`config.mk`:
```
export PLATFORM = sky130hd
export DESIGN_NAME = multibulk_command_parser_top
export DESIGN_NICKNAME = d
export VERILOG_FILES = /design/src/hdl/mbp_pkg.sv /design/src/hdl/mbp_in_stage.sv /design/src/hdl/mbp_parse.sv /design/src/hdl/mbp_out_reg.sv /design/src/hdl/multibulk_command_parser_top.sv
export SDC_FILE = /design/constraint.sdc
export NUM_CORES = 1
export LEC_CHECK = 0
export BUFFER_PORTS_ARGS = -buffer_cell sky130_fd_sc_hd__buf_2
export CORE_ASPECT_RATIO = 0.7
export CORE_UTILIZATION = 45
export DETAILED_ROUTE_END_ITERATION = 10
export SLEW_MARGIN = 20
export SYNTH_ARGS = -nofsm -noshare
export SYNTH_HDL_FRONTEND = slang
export SYNTH_SLANG_ARGS = --single-unit
```
`constraint.sdc`:
```
create_clock -name clk -period 3.55 [get_ports clk]
set_input_delay 0.71 -clock clk [delete_from_list [all_inputs] [get_ports clk]]
set_output_delay 0.71 -clock clk [all_outputs]
set_load 0.01 [all_outputs]
```
`src/hdl/mbp_pkg.sv`:
```
`timescale 1ns / 1ps
`default_nettype none

package mbp_pkg;

  // default accumulator and counter width
  localparam int LEN_WIDTH_DEF = 32;

  // framing characters
  localparam logic [7:0] CH_STAR    = 8'h2A;
  localparam logic [7:0] CH_DOLLAR  = 8'h24;
  localparam logic [7:0] CH_NEWLINE = 8'h0A;
  localparam logic [7:0] CH_ZERO    = 8'h30;
  localparam logic [7:0] CH_NINE    = 8'h39;

  // error codes
  localparam logic [2:0] ERR_NONE     = 3'd0;
  localparam logic [2:0] ERR_PREFIX   = 3'd1;
  localparam logic [2:0] ERR_DIGIT    = 3'd2;
  localparam logic [2:0] ERR_ZERO     = 3'd3;
  localparam logic [2:0] ERR_TRUNC    = 3'd4;
  localparam logic [2:0] ERR_OVERFLOW = 3'd5;

  // parser phase
  typedef enum logic [2:0] {
    PH_PREFIX,
    PH_DIGITS,
    PH_PAYLOAD,
    PH_TERM,
    PH_DONE,
    PH_SKIP
  } phase_t;

  // header nesting level, doubles as header kind
  typedef enum logic [1:0] {
    LV_ENTRY,
    LV_ARGC,
    LV_ARGLEN
  } level_t;

  // one input byte
  typedef struct packed {
    logic [7:0] data_byte;
    logic       last_byte;
  } mbp_item_t;

  // one result
  typedef struct packed {
    logic [7:0]  data_out;
    logic        is_payload;
    logic        header_done;
    logic [1:0]  header_kind;
    logic [31:0] header_value;
    logic        arg_done;
    logic        cmd_done;
    logic        entry_done;
    logic        trailing;
    logic [2:0]  error_code;
  } mbp_result_t;

endpackage

`default_nettype wire

```
`src/hdl/mbp_in_stage.sv`:
```
`timescale 1ns / 1ps
`default_nettype none

module mbp_in_stage (
  input  wire logic              clk,
  input  wire logic              rst_n,
  input  wire logic              in_valid,
  output logic                   in_ready,
  input  wire mbp_pkg::mbp_item_t in_item,
  input  wire logic              adv,
  output logic                   stage_valid,
  output mbp_pkg::mbp_item_t     stage_item
);
  import mbp_pkg::*;

  logic       valid_r;
  logic       valid_nxt;
  mbp_item_t  item_r;

  // take a new byte when empty or when the held one moves on
  assign in_ready = !valid_r || adv;

  always_comb begin
    if (in_valid && in_ready) begin
      valid_nxt = 1'b1;
    end else if (adv) begin
      valid_nxt = 1'b0;
    end else begin
      valid_nxt = valid_r;
    end
  end

  always_ff @(posedge clk) begin
    if (!rst_n) begin
      valid_r <= 1'b0;
    end else begin
      valid_r <= valid_nxt;
    end
  end

  // payload register
  always_ff @(posedge clk) begin
    if (in_valid && in_ready) begin
      item_r <= in_item;
    end
  end

  assign stage_valid = valid_r;
  assign stage_item  = item_r;

endmodule

`default_nettype wire

```
`src/hdl/mbp_parse.sv`:
```
`timescale 1ns / 1ps
`default_nettype none

module mbp_parse #(
  parameter int LEN_WIDTH = mbp_pkg::LEN_WIDTH_DEF
) (
  input  wire logic               clk,
  input  wire logic               rst_n,
  input  wire logic               adv,
  input  wire mbp_pkg::mbp_item_t item,
  output mbp_pkg::mbp_result_t    res
);
  import mbp_pkg::*;

  phase_t               phase_r, phase_nxt;
  level_t               level_r, level_nxt;
  logic [LEN_WIDTH-1:0] acc_r, acc_nxt;
  logic [LEN_WIDTH-1:0] cmds_r, cmds_nxt;
  logic [LEN_WIDTH-1:0] args_r, args_nxt;
  logic [LEN_WIDTH-1:0] pay_r, pay_nxt;

  logic [3:0]             digit;
  logic [LEN_WIDTH+3:0]   acc_wide;
  logic [LEN_WIDTH+3:0]   acc_times10;
  logic [LEN_WIDTH+31:0]  acc_ext;
  logic                   finished;
  logic [2:0]             err;

  // accumulator times ten plus digit, with carry-out bits for overflow
  assign digit       = 4'(item.data_byte - CH_ZERO);
  assign acc_wide    = {4'b0000, acc_r};
  assign acc_times10 = (acc_wide << 3) + (acc_wide << 1) + {{LEN_WIDTH{1'b0}}, digit};
  assign acc_ext     = {32'd0, acc_r};

  // next state and result
  always_comb begin
    phase_nxt = phase_r;
    level_nxt = level_r;
    acc_nxt   = acc_r;
    cmds_nxt  = cmds_r;
    args_nxt  = args_r;
    pay_nxt   = pay_r;
    finished  = 1'b0;
    err       = ERR_NONE;
    res              = '0;
    res.data_out     = item.data_byte;

    case (phase_r)
      PH_PREFIX: begin
        if (item.data_byte != ((level_r == LV_ARGLEN) ? CH_DOLLAR : CH_STAR)) begin
          err = ERR_PREFIX;
        end else begin
          acc_nxt   = '0;
          phase_nxt = PH_DIGITS;
        end
      end
      PH_DIGITS: begin
        if (item.data_byte == CH_NEWLINE) begin
          res.header_done  = 1'b1;
          res.header_kind  = level_r;
          res.header_value = acc_ext[31:0];
          case (level_r)
            LV_ENTRY: begin
              if (acc_r == '0) begin
                err = ERR_ZERO;
              end else begin
                cmds_nxt  = acc_r;
                level_nxt = LV_ARGC;
                phase_nxt = PH_PREFIX;
              end
            end
            LV_ARGC: begin
              if (acc_r == '0) begin
                err = ERR_ZERO;
              end else begin
                args_nxt  = acc_r;
                level_nxt = LV_ARGLEN;
                phase_nxt = PH_PREFIX;
              end
            end
            default: begin
              pay_nxt   = acc_r;
              phase_nxt = (acc_r == '0) ? PH_TERM : PH_PAYLOAD;
            end
          endcase
        end else if (!(item.data_byte inside {[CH_ZERO:CH_NINE]})) begin
          err = ERR_DIGIT;
        end else if (acc_times10[LEN_WIDTH+3:LEN_WIDTH] != 4'd0) begin
          err = ERR_OVERFLOW;
        end else begin
          acc_nxt = acc_times10[LEN_WIDTH-1:0];
        end
      end
      PH_PAYLOAD: begin
        res.is_payload = 1'b1;
        pay_nxt        = pay_r - LEN_WIDTH'(1);
        if (pay_r == LEN_WIDTH'(1)) begin
          phase_nxt = PH_TERM;
        end
      end
      PH_TERM: begin
        res.arg_done = 1'b1;
        args_nxt     = args_r - LEN_WIDTH'(1);
        if (args_r == LEN_WIDTH'(1)) begin
          res.cmd_done = 1'b1;
          cmds_nxt     = cmds_r - LEN_WIDTH'(1);
          if (cmds_r == LEN_WIDTH'(1)) begin
            res.entry_done = 1'b1;
            finished       = 1'b1;
            phase_nxt      = PH_DONE;
          end else begin
            level_nxt = LV_ARGC;
            phase_nxt = PH_PREFIX;
          end
        end else begin
          level_nxt = LV_ARGLEN;
          phase_nxt = PH_PREFIX;
        end
      end
      PH_DONE: begin
        res.trailing = 1'b1;
        finished     = 1'b1;
      end
      default: begin
        finished = 1'b1;
      end
    endcase

    // buffer ended before the entry completed
    if (err == ERR_NONE && item.last_byte && !finished) begin
      err = ERR_TRUNC;
    end

    // an error blanks every flag and skips to the end of the buffer
    if (err != ERR_NONE) begin
      res           = '0;
      res.data_out  = item.data_byte;
      phase_nxt     = PH_SKIP;
    end
    res.error_code = err;

    // end of buffer returns to the reset state
    if (item.last_byte) begin
      phase_nxt = PH_PREFIX;
      level_nxt = LV_ENTRY;
      acc_nxt   = '0;
      cmds_nxt  = '0;
      args_nxt  = '0;
      pay_nxt   = '0;
    end
  end

  // parser state, updated once per byte transfer
  always_ff @(posedge clk) begin
    if (!rst_n) begin
      phase_r <= PH_PREFIX;
      level_r <= LV_ENTRY;
      acc_r   <= '0;
      cmds_r  <= '0;
      args_r  <= '0;
      pay_r   <= '0;
    end else if (adv) begin
      phase_r <= phase_nxt;
      level_r <= level_nxt;
      acc_r   <= acc_nxt;
      cmds_r  <= cmds_nxt;
      args_r  <= args_nxt;
      pay_r   <= pay_nxt;
    end
  end

`ifndef SYNTH
  // errors never carry flags
  a_err_clean: assert property (@(posedge clk) disable iff (!rst_n)
    (adv && res.error_code != ERR_NONE) |->
      (!res.is_payload && !res.header_done && !res.arg_done && !res.trailing))
    else $error("flags set on an error byte");

  // end of entry implies end of command and argument
  a_done_nest: assert property (@(posedge clk) disable iff (!rst_n)
    (adv && res.entry_done) |-> (res.cmd_done && res.arg_done))
    else $error("entry_done without cmd_done and arg_done");

  // last byte of a buffer restarts the parser
  a_last_restart: assert property (@(posedge clk) disable iff (!rst_n)
    (adv && item.last_byte) |=> (phase_r == PH_PREFIX && level_r == LV_ENTRY))
    else $error("parser did not restart after the last byte");

  // payload is only flagged in the payload phase
  a_payload_phase: assert property (@(posedge clk) disable iff (!rst_n)
    res.is_payload |-> (phase_r == PH_PAYLOAD))
    else $error("payload flag outside payload phase");
`endif

endmodule

`default_nettype wire

```
`src/hdl/mbp_out_reg.sv`:
```
`timescale 1ns / 1ps
`default_nettype none

module mbp_out_reg (
  input  wire logic                 clk,
  input  wire logic                 rst_n,
  input  wire logic                 adv,
  input  wire mbp_pkg::mbp_result_t res,
  output logic                      load_ok,
  output logic                      out_valid,
  input  wire logic                 out_ready,
  output mbp_pkg::mbp_result_t      out_res
);
  import mbp_pkg::*;

  logic        valid_r;
  logic        valid_nxt;
  mbp_result_t res_r;

  // room for a new result when empty or being drained
  assign load_ok = !valid_r || out_ready;

  always_comb begin
    if (adv) begin
      valid_nxt = 1'b1;
    end else if (out_ready) begin
      valid_nxt = 1'b0;
    end else begin
      valid_nxt = valid_r;
    end
  end

  always_ff @(posedge clk) begin
    if (!rst_n) begin
      valid_r <= 1'b0;
    end else begin
      valid_r <= valid_nxt;
    end
  end

  // result payload
  always_ff @(posedge clk) begin
    if (adv) begin
      res_r <= res;
    end
  end

  assign out_valid = valid_r;
  assign out_res   = res_r;

endmodule

`default_nettype wire

```
`src/hdl/multibulk_command_parser_top.sv`:
```
// a byte transferred in is held in the input register, then its result in the result register
// throughput: one byte per cycle; in_ready drops only while a result is held
// by a stalled out_ready and the input register is full
// reset: synchronous active-low rst_n empties both registers and returns the
// parser to the start of an entry
`timescale 1ns / 1ps
`default_nettype none

module multibulk_command_parser_top #(
  parameter int LEN_WIDTH = mbp_pkg::LEN_WIDTH_DEF
) (
  input  wire logic        clk,
  input  wire logic        rst_n,
  input  wire logic        in_valid,
  output logic             in_ready,
  input  wire logic [7:0]  in_data_byte,
  input  wire logic        in_last_byte,
  output logic             out_valid,
  input  wire logic        out_ready,
  output logic [7:0]       out_data_out,
  output logic             out_is_payload,
  output logic             out_header_done,
  output logic [1:0]       out_header_kind,
  output logic [31:0]      out_header_value,
  output logic             out_arg_done,
  output logic             out_cmd_done,
  output logic             out_entry_done,
  output logic             out_trailing,
  output logic [2:0]       out_error_code
);
  import mbp_pkg::*;

  mbp_item_t   in_item;
  mbp_item_t   stage_item;
  logic        stage_valid;
  logic        load_ok;
  logic        adv;
  mbp_result_t res;
  mbp_result_t out_res;

  // pack the input fields, byte above the last flag
  assign in_item = {in_data_byte, in_last_byte};

  // a held byte moves into the result register when there is room
  assign adv = stage_valid && load_ok;

  mbp_in_stage u_in (
    .clk         (clk),
    .rst_n       (rst_n),
    .in_valid    (in_valid),
    .in_ready    (in_ready),
    .in_item     (in_item),
    .adv         (adv),
    .stage_valid (stage_valid),
    .stage_item  (stage_item)
  );

  mbp_parse #(
    .LEN_WIDTH (LEN_WIDTH)
  ) u_parse (
    .clk   (clk),
    .rst_n (rst_n),
    .adv   (adv),
    .item  (stage_item),
    .res   (res)
  );

  mbp_out_reg u_out (
    .clk       (clk),
    .rst_n     (rst_n),
    .adv       (adv),
    .res       (res),
    .load_ok   (load_ok),
    .out_valid (out_valid),
    .out_ready (out_ready),
    .out_res   (out_res)
  );

  assign out_data_out     = out_res.data_out;
  assign out_is_payload   = out_res.is_payload;
  assign out_header_done  = out_res.header_done;
  assign out_header_kind  = out_res.header_kind;
  assign out_header_value = out_res.header_value;
  assign out_arg_done     = out_res.arg_done;
  assign out_cmd_done     = out_res.cmd_done;
  assign out_entry_done   = out_res.entry_done;
  assign out_trailing     = out_res.trailing;
  assign out_error_code   = out_res.error_code;

endmodule

`default_nettype wire
```
==> impl_metrics.toml, run 1 <==
[finish]
final_cell_mix = "buf_4, nor2_1, o21ai_0, dfxtp_1, nand2_1"
mostFrequentLayoutCell = "buf_4"
post-route-util = 0.573
area_delta_synth_final_pct = 24.0
multi_input_area_um2 = 7510
drive_above_1_share = 0.235
seq_area_um2 = 4510
nets = 1802
final_cell_area_um2 = 15400
insertedDiodeCount = 0
nFillCells = 2429

[cts]
cts_sinks = 195
clock_latency_ns = 0.46
clockRootBuffer = "clkbuf_16"
cts_buffers = 17
clk_pin_slew_ns = 0.08
cts_tree = "done"
cts_buffer_depth = 2
h-tree-depth = 4

[routing]
dr.pass1.iters = 5
final_antenna_net_count = 0
initialDrtViolationCount = 1649
wire_per_inst_um = 20.9
remaining_drc_errors = 0
routed_via_density = 6.25
wl_um = 43800
num_vias = 13099

[power_and_ir_drop]
clkPwrFrac = 0.395
p_leak_uw = 0.00640
p_sw_uw = 1490
powerDensity_nw_per_um2 = 329
pwr-share-seq = 0.481
p_comb_frac = 0.124
internal-power_uw = 3580
swShare = 0.293
ir_drop_uv = 322

[status]
violations = "setup timing"
status = "finished, violations left"

[timing]
final-setup-viol-count = 21
skew_ns = 0.0183
clock.fmax_mhz = 270
hold_viol = 0
rsz0062_at_grt = "true"
fin_crit_ns = 3.70
max_slew_margin = 0.431
period_share = 1.04
worst_hold_slack_ns = 0.428
slew_viol_final = 0
finalWorstSetupSlack_ns = -0.154
worstMarginPinSlew_ns = 0.852

[global_route]
grt-ovfl-total = 0
antenna_found_initial = 0
grt_pass1_wl_um = 68300
grt_pass1_vias = 11569
grt_usage = 0.310
grt_max_degree = 71

[synth]
synthDistinctLibCells = 88
synthFlopType = "dfxtp_1"
yosysWarnings = 0
syn_avg_cell_area_um2 = 8.27
syn_inst = 1503
syn_nets = 1587
yosysSeqAreaShare = 0.363
synth-edff-count = 60
synthArstFlopShare = 0
synth_area_um2 = 12400
ys_ff_latch = 195

[die]
die_area_um2 = 28300
core_um2 = 26900
die_y_um = 141
start_util = 0.462
die_w_um = 201
ios = 66
rows = 50

[critical_path]
crit_type = "flip-flop to flip-flop"
end_kind = "flip-flop"
cp_data_arrival_time_ns = 3.99
worstPathRequired_ns = 3.84
worstPathMaxFanout = 2
start_kind = "flip-flop"

[place]
gp_congestion = 0.903
place_area_um2 = 14300
dp_slack_ns = -0.532
dp_hpwl_um = 31400
port_buffers = 65

[job]
maxCapViolations = 0

[worst_hold_path]
hold_path.class = "primary input to flip-flop"
## cell type report
cell class,count,share of cell area
well taps,364,0.0296
flip-flops and latches,195,0.293
clock inverters,15,0.0104
inverters,52,0.0127
repair buffers,290,0.140
clock buffers,17,0.0276
multi-input cells,1162,0.487
## final timing paths
check	to	depth (start not counted)	slack, ns	start
max	u_out.out_res[9]	26	-0.15	u_parse.acc_r[2]
min	u_in.stage_item[1]	1	0.43	in_data_byte[0]
max reg2reg	u_out.out_res[9]	26	-0.15	u_parse.acc_r[2]
min reg2reg	u_parse.args_r[3]	2	0.47	u_parse.args_r[3]
## per-layer routing
layer  GRT usage  vias up  wire length (µm)
met5           0        -                 0
met4      0.0727        0               574
met3      0.0578       45              4400
met2       0.409      699             17000
met1       0.501     6256             21800
li1            -     6099                 -
## critical path: stages (launching register included)
cell	delay, ns
dfxtp_2	0.34
inv_2	0.05
buf_4	0.13
buf_4	0.12
buf_4	0.13
buf_4	0.13
buf_4	0.13
buf_4	0.12
buf_4	0.12
buf_4	0.12
buf_4	0.12
buf_4	0.12
buf_4	0.13
buf_4	0.13
buf_4	0.12
buf_4	0.12
buf_4	0.12
buf_4	0.12
buf_4	0.13
buf_4	0.12
buf_4	0.12
buf_4	0.13
buf_4	0.13
buf_4	0.13
buf_4	0.13
buf_4	0.13
nor4_2	0.13
## cells in the mapped netlist, types with 5 or more instances
cell	instances	share of area
nor2_1	173	0.052
o21ai_0	139	0.056
dfxtp_1	135	0.22
a21oi_1	123	0.050
nand2_1	123	0.037
clkbuf_1	80	0.024
ha_1	69	0.069
edfxtp_1	60	0.15
inv_1	50	0.015
nor3_1	50	0.020
a31oi_1	49	0.025
and2_1	38	0.019
o221a_2	33	0.030
nor4_1	29	0.015
nand3_1	28	0.011
mux2i_1	20	0.016
nand4_1	16	0.0081
o2bb2ai_1	15	0.011
a211oi_1	14	0.0085
o31ai_1	13	0.0079
o211ai_1	12	0.0073
xnor2_1	12	0.0085
a41oi_1	11	0.0078
or3_1	11	0.0055
a22oi_1	10	0.0060
a21o_1	9	0.0054
o21a_1	9	0.0054
xor2_1	9	0.0063
nand3b_1	8	0.0048
or4_1	8	0.0048
nand2b_1	7	0.0035
o22ai_1	7	0.0035
a311oi_1	6	0.0042
and3_1	6	0.0030
and4_1	6	0.0042
buf_2	6	0.0024
or2_2	5	0.0025
## cell families after synthesis
kind of cell	synth area share
simple gates	0.216
compound gates	0.270
flops	0.363
buf+inv	0.0462
fa+ha+maj	0.0727
mux	0.0179
xor+xnor	0.0148
## registers in the layout, indices dropped and copies added, names as in the netlist
signal / count
u_out.out_res: 51
u_parse.acc_r: 32
u_parse.args_r: 32
u_parse.cmds_r: 32
u_parse.pay_r: 32
u_in.stage_item: 9
u_parse.phase_r: 3
u_parse.level_r: 2
u_in.stage_valid: 1
u_out.out_valid: 1
## through the flow
| step | instances | power, µW | setup TNS (ns) |
|---|---|---|---|
| 2_1_floorplan | 1503 | 2870 | 0 |
| 3_3_place_gp | 2025 | 3080 | -8.17 |
| 3_5_place_dp | 2025 | 3090 | -13.53 |
| 4_1_cts | 2092 | 5060 | -0.237 |
| 5_1_grt | 2095 | 5250 | -4.60 |
| 6_report | 2095 | 5070 | -1.21 |
## power by group through the flow
stage	sequential [µW]	clock [µW]	combinational (µW)
2_1_floorplan	2480	0	390
3_3_place_gp	2480	0	599
3_5_place_dp	2490	0	602
4_1_cts	2430	2020	612
5_1_grt	2450	2120	683
6_report	2440	2000	630
## what timing repair did
| action | 4_1_cts | 5_1_grt |
|---|---|---|
| hold endpoints to repair | 0 | 0 |
| pin swaps | 15 | 3 |
| buffers inserted | 34 | 3 |
| gates cloned | 3 | 0 |
| gates resized for setup | 21 | 12 |
| endpoints found under the setup margin | 35 | 35 |
| hold buffers | 0 | 0 |
Note: power is estimated with default switching activity, not from simulation.
==> inputs of run 2 (changes only) <==
==> constraint.sdc (replaced) <==
create_clock -name clk -period 3.3 [get_ports clk]
set_input_delay 0.66 -clock clk [delete_from_list [all_inputs] [get_ports clk]]
set_output_delay 0.66 -clock clk [all_outputs]
set_load 0.01 [all_outputs]
==> impl_metrics.toml, run 2 (same netlist as run 1, synthesis figures left out) <==
[critical_path]
crit_top_cell = "inv_2"
crit_type = "flip-flop to flip-flop"
end_kind = "flip-flop"
r2r-start = "u_parse.acc_r[2]"
worstPathRequired_ns = 3.70
worstSetupEndpoint = "u_parse.acc_r[14]"
start_kind = "flip-flop"
r2r_cells = 15
slowest_delay_ns = 0.55
startpoint = "u_parse.acc_r[2]"
cp_data_arrival_time_ns = 4.02
ff2ff_setup_slack_ns = -0.32
worstPathMaxFanout = 5
r2r-end = "u_parse.acc_r[14]"
crit_chain = "inv_2 > fa_1 > inv_2 > fa_2 > a211o_1 > a211oi_2 > buf_4 > o31ai_4 > and4b_2 > nor4_4 > o221ai_4 > nor4b_4 > buf_6 > clkbuf_16 > mux2i_1"
crit_path_top_delay_cell = "fa_1"

[power_and_ir_drop]
pwr-share-seq = 0.475
powerDensity_nw_per_um2 = 357
p_comb_frac = 0.129
p_sw_uw = 1590
ir_drop_uv = 411
clkPwrFrac = 0.396
internal-power_uw = 3930
p_leak_uw = 0.00641
swShare = 0.288

[timing]
finalWorstSetupSlack_ns = -0.322
fin_crit_ns = 3.62
final-setup-viol-count = 35
slew_viol_final = 0
rsz0062_at_grt = "true"
hold_viol = 0
clock.fmax_mhz = 276
worstMarginPinSlew_ns = 1.10
period_share = 1.10
max_slew_margin = 0.269
skew_ns = 0.0131

[finish]
area_delta_synth_final_pct = 24.3
largest_reg_flops = 51
drive_above_1_share = 0.241
mostFrequentLayoutCell = "buf_4"
insertedDiodeCount = 0
post-route-util = 0.574
final_cell_area_um2 = 15400
nFillCells = 2419
final_cell_mix = "buf_4, nor2_1, o21ai_0, dfxtp_1, nand2_1"
nets = 1794

[cts]
cts_buffers = 17
cts_sinks = 195
cts_tree = "done"
h-tree-depth = 4
clk_pin_slew_ns = 0.08
clock_latency_ns = 0.48
ctsHoldBuffers = 0
cts_buffer_depth = 2
clockRootBuffer = "clkbuf_16"

[routing]
num_vias = 12877
wl_um = 43800
final_antenna_net_count = 0
dr.pass1.iters = 5
routed_via_density = 6.17
wire_per_inst_um = 21.0
initialDrtViolationCount = 1433
remaining_drc_errors = 0

[global_route]
grt_use_met1 = 0.490
grt-busiest-layer = "met1"
grt_usage = 0.309
grt_use_met2 = 0.397
grt_pass1_vias = 11348
grt_max_degree = 52
grt_use_met3 = 0.0788
grt-ovfl-total = 0
antenna_found_initial = 3
grt_pass1_wl_um = 67500

[place]
dp_hpwl_um = 32400
port_buffers = 65
place_area_um2 = 14400
gp_congestion = 0.890

[die]
core_um2 = 26900
start_util = 0.462
die_w_um = 201
rows = 50
ios = 66
die_y_um = 141
die_area_um2 = 28300

[status]
status = "finished, violations left"
violations = "setup timing"

[job]
maxCapViolations = 0

[worst_hold_path]
hold_path.class = "primary input to flip-flop"
-- run 2: worst min-delay path by stage --
stage	depth (start not counted)	slack (ns)	startpoint	end
after CTS	1	0.35	in_data_byte[6]	u_in.stage_item[7]
after global routing	1	0.36	in_last_byte	u_in.stage_item[0]
after global placement	2	0.45	u_parse.args_r[3]	u_parse.args_r[3]
final	1	0.37	in_last_byte	u_in.stage_item[0]
after floorplan	2	0.44	u_parse.args_r[15]	u_parse.args_r[15]
after detailed placement	2	0.46	u_parse.args_r[11]	u_parse.args_r[11]
-- run 2: routing by layer --
metal / wire length (µm) / vias to the layer above
met3: 4430 / 53
li1: - / 6095
met2: 16500 / 598
met1: 22200 / 6129
met4: 738 / 2
met5: 4 / -
-- run 2: layout make-up --
class,count,area (µm²),area share
timing repair buffer,282,2090,0.135
clock inverter,15,169,0.0109
sequential,195,4510,0.292
inverter,52,196,0.0127
multi-input combinational,1162,7600,0.492
clock buffer,17,425,0.0275
tap,364,455,0.0295
-- run 2: through the flow --
stage          worst slack, ns  power (µW)  setup TNS (ns)  cells  hold slack [ns]
5_1_grt                 -0.422        5700          -12.76   2087            0.357
3_5_place_dp            -0.434        3350           -8.62   2037            0.457
2_1_floorplan          -0.0363        3090          -0.735   1503            0.437
4_1_cts                 -0.262        5510           -7.38   2082            0.353
3_3_place_gp            -0.339        3340           -6.42   2037            0.451
6_report                -0.322        5520           -9.53   2087            0.366
-- run 2: critical path, delay by kind of cell, from the launching register on --
family,cells,cell delay (ns)
compound gates,4,0.76
mux,1,0.18
buf+inv,5,0.62
fa+ha+maj,2,0.89
simple gates,3,0.73
flops,1,0.34
-- run 2: power groups by stage --
stage | Clock [µW] | Combinational (µW) | Sequential, µW
floorplan | 0 | 419 | 2670
global placement | 0 | 669 | 2670
detailed placement | 0 | 676 | 2670
CTS | 2210 | 684 | 2620
global route | 2300 | 769 | 2630
finish | 2180 | 713 | 2620
-- run 2: timing repair --
action | CTS | global route
resized for setup | 39 | 11
setup endpoints to repair | 35 | 72
gates cloned | 3 | 1
pin swaps | 6 | 11
buffers inserted | 10 | 6
==> inputs of run 3 (changes only) <==
==> constraint.sdc (replaced) <==
create_clock -name clk -period 3.35 [get_ports clk]
set_input_delay 0.67 -clock clk [delete_from_list [all_inputs] [get_ports clk]]
set_output_delay 0.67 -clock clk [all_outputs]
set_load 0.01 [all_outputs]
==> impl_metrics.toml, run 3 (same netlist as run 1, synthesis figures left out) <==
[routing]
dr.pass1.iters = 7
wl_um = 43200
final_antenna_net_count = 0
num_vias = 12658
initialDrtViolationCount = 1572
remaining_drc_errors = 0
wire_per_inst_um = 21.0
routed_via_density = 6.16

[cts]
h-tree-depth = 4
ctsHoldBuffers = 0
cts_buffer_depth = 2
cts_sinks = 195
cts_tree = "done"
clock_latency_ns = 0.47
clk_pin_slew_ns = 0.09
cts_buffers = 17
clockRootBuffer = "clkbuf_16"

[worst_hold_path]
hp-start = "in_data_byte[0]"
whs_path_depth = 1
hold_path.class = "primary input to flip-flop"
hold_end = "u_in.stage_item[1]"

[die]
die_area_um2 = 28300
die_w_um = 201
start_util = 0.462
ios = 66
rows = 50
core_um2 = 26900
die_y_um = 141

[global_route]
antenna_found_initial = 0
grt_max_degree = 52
grt_pass1_vias = 11101
grt_pass1_wl_um = 66700
grt-ovfl-total = 0
grt_usage = 0.306

[timing]
clock.fmax_mhz = 274
finalWorstSetupSlack_ns = -0.304
skew_ns = 0.0142
final-setup-viol-count = 35
hold_viol = 0
worstMarginPinSlew_ns = 0.912
max_slew_margin = 0.391
period_share = 1.09
rsz0062_at_grt = "true"
fin_crit_ns = 3.65
slew_viol_final = 0

[finish]
nets = 1762
insertedDiodeCount = 0
area_delta_synth_final_pct = 21.2
mostFrequentLayoutCell = "buf_4"
final_cell_area_um2 = 15100
final_cell_mix = "buf_4, nor2_1, o21ai_0, dfxtp_1, nand2_1"
largest_reg_flops = 51
drive_above_1_share = 0.215

[power_and_ir_drop]
p_leak_uw = 0.00620
ir_drop_uv = 391
powerDensity_nw_per_um2 = 357

[status]
violations = "setup timing"
status = "finished, violations left"

[place]
dp_hpwl_um = 32100
dp_slack_ns = -0.289
port_buffers = 65
gp_congestion = 0.949
place_area_um2 = 14300

[critical_path]
worstPathRequired_ns = 3.73
r2r-end = "u_parse.acc_r[12]"
ff2ff_setup_slack_ns = -0.30
r2r-start = "u_parse.acc_r[2]"
crit_path_top_delay_cell = "fa_1"
start_kind = "flip-flop"
cp_data_arrival_time_ns = 4.04
slowest_delay_ns = 0.55
worstPathMaxFanout = 7
crit_chain = "inv_2 > fa_1 > inv_2 > fa_2 > a211o_1 > a211oi_4 > o31ai_2 > and4b_2 > nor4_4 > o221ai_4 > nor4b_4 > buf_6 > buf_12 > mux2i_1"
crit_type = "flip-flop to flip-flop"
crit_top_cell = "inv_2"
end_kind = "flip-flop"
timing.critical_path.buf_inv = 4
crit_family = "adder cells"
r2r_cells = 14

[job]
maxCapViolations = 0
==> run 3: timing repair <==
item                       in CTS  in global routing
setup endpoints to repair      35                 37
pin swaps                       3                  3
cloned                          3                  0
resized for setup              13                  3
setup buffers                   4                  2
==> run 3: worst max path at each step <==
| stage | from | endpoint | slack (ns) | cells after the start |
|---|---|---|---|---|
| after floorplan | u_parse.acc_r[2] | u_parse.acc_r[10] | 0.01 | 13 |
| after global placement | u_parse.acc_r[2] | u_parse.acc_r[14] | -0.14 | 13 |
| after detailed placement | u_parse.acc_r[2] | u_parse.acc_r[12] | -0.29 | 13 |
| after CTS | u_parse.acc_r[2] | u_parse.acc_r[12] | -0.24 | 14 |
| after global routing | u_in.stage_item[3] | u_parse.acc_r[18] | -0.44 | 13 |
| final | u_parse.acc_r[2] | u_parse.acc_r[12] | -0.30 | 14 |
==> run 3: metal layers <==
layer  part of all wire  track usage  up-vias
met5                  0            0        -
met4              0.014       0.0812        0
met3              0.098       0.0691       52
met2               0.38        0.390      556
met1               0.51        0.494     6046
li1                   -            -     6004
==> run 3: metrics by stage <==
stage	power, µW	hold slack, ns	instances	util	setup TNS, ns
floorplan	3040	0.437	1503	-	0
finish	5380	0.383	2055	0.560	-7.20
CTS	5390	0.361	2053	0.559	-5.22
detailed placement	3280	0.457	2014	0.530	-7.23
global route	5560	0.364	2055	0.560	-12.20
global placement	3270	0.453	2014	0.530	-3.18
==> run 3: final cells by class <==
| type | count | area [µm²] |
|---|---|---|
| Sequential cell | 195 | 4510 |
| Inverter | 52 | 196 |
| Clock inverter | 15 | 174 |
| Multi-Input combinational cell | 1162 | 7470 |
| Tap cell | 364 | 455 |
| Clock buffer | 17 | 425 |
| Timing Repair Buffer | 250 | 1830 |
| Fill cell | 2489 | 11800 |
==> run 3: worst reg2reg max path, stage by stage, from the launching register on <==
cell      delay, ns
dfxtp_2        0.34
inv_2          0.05
fa_1           0.55
inv_2          0.06
fa_2           0.36
a211o_1        0.32
a211oi_4       0.29
o31ai_2        0.11
and4b_2        0.27
nor4_4         0.18
o221ai_4       0.17
nor4b_4        0.33
buf_6          0.19
buf_12         0.15
mux2i_1        0.21
==> run 3: power by group <==
group          total (µW)  internal (µW)  switching [µW]  leakage [µW]
clock                2120           1020            1110      0.000295
sequential           2580           2510            73.9       0.00166
combinational         674            225             450       0.00424
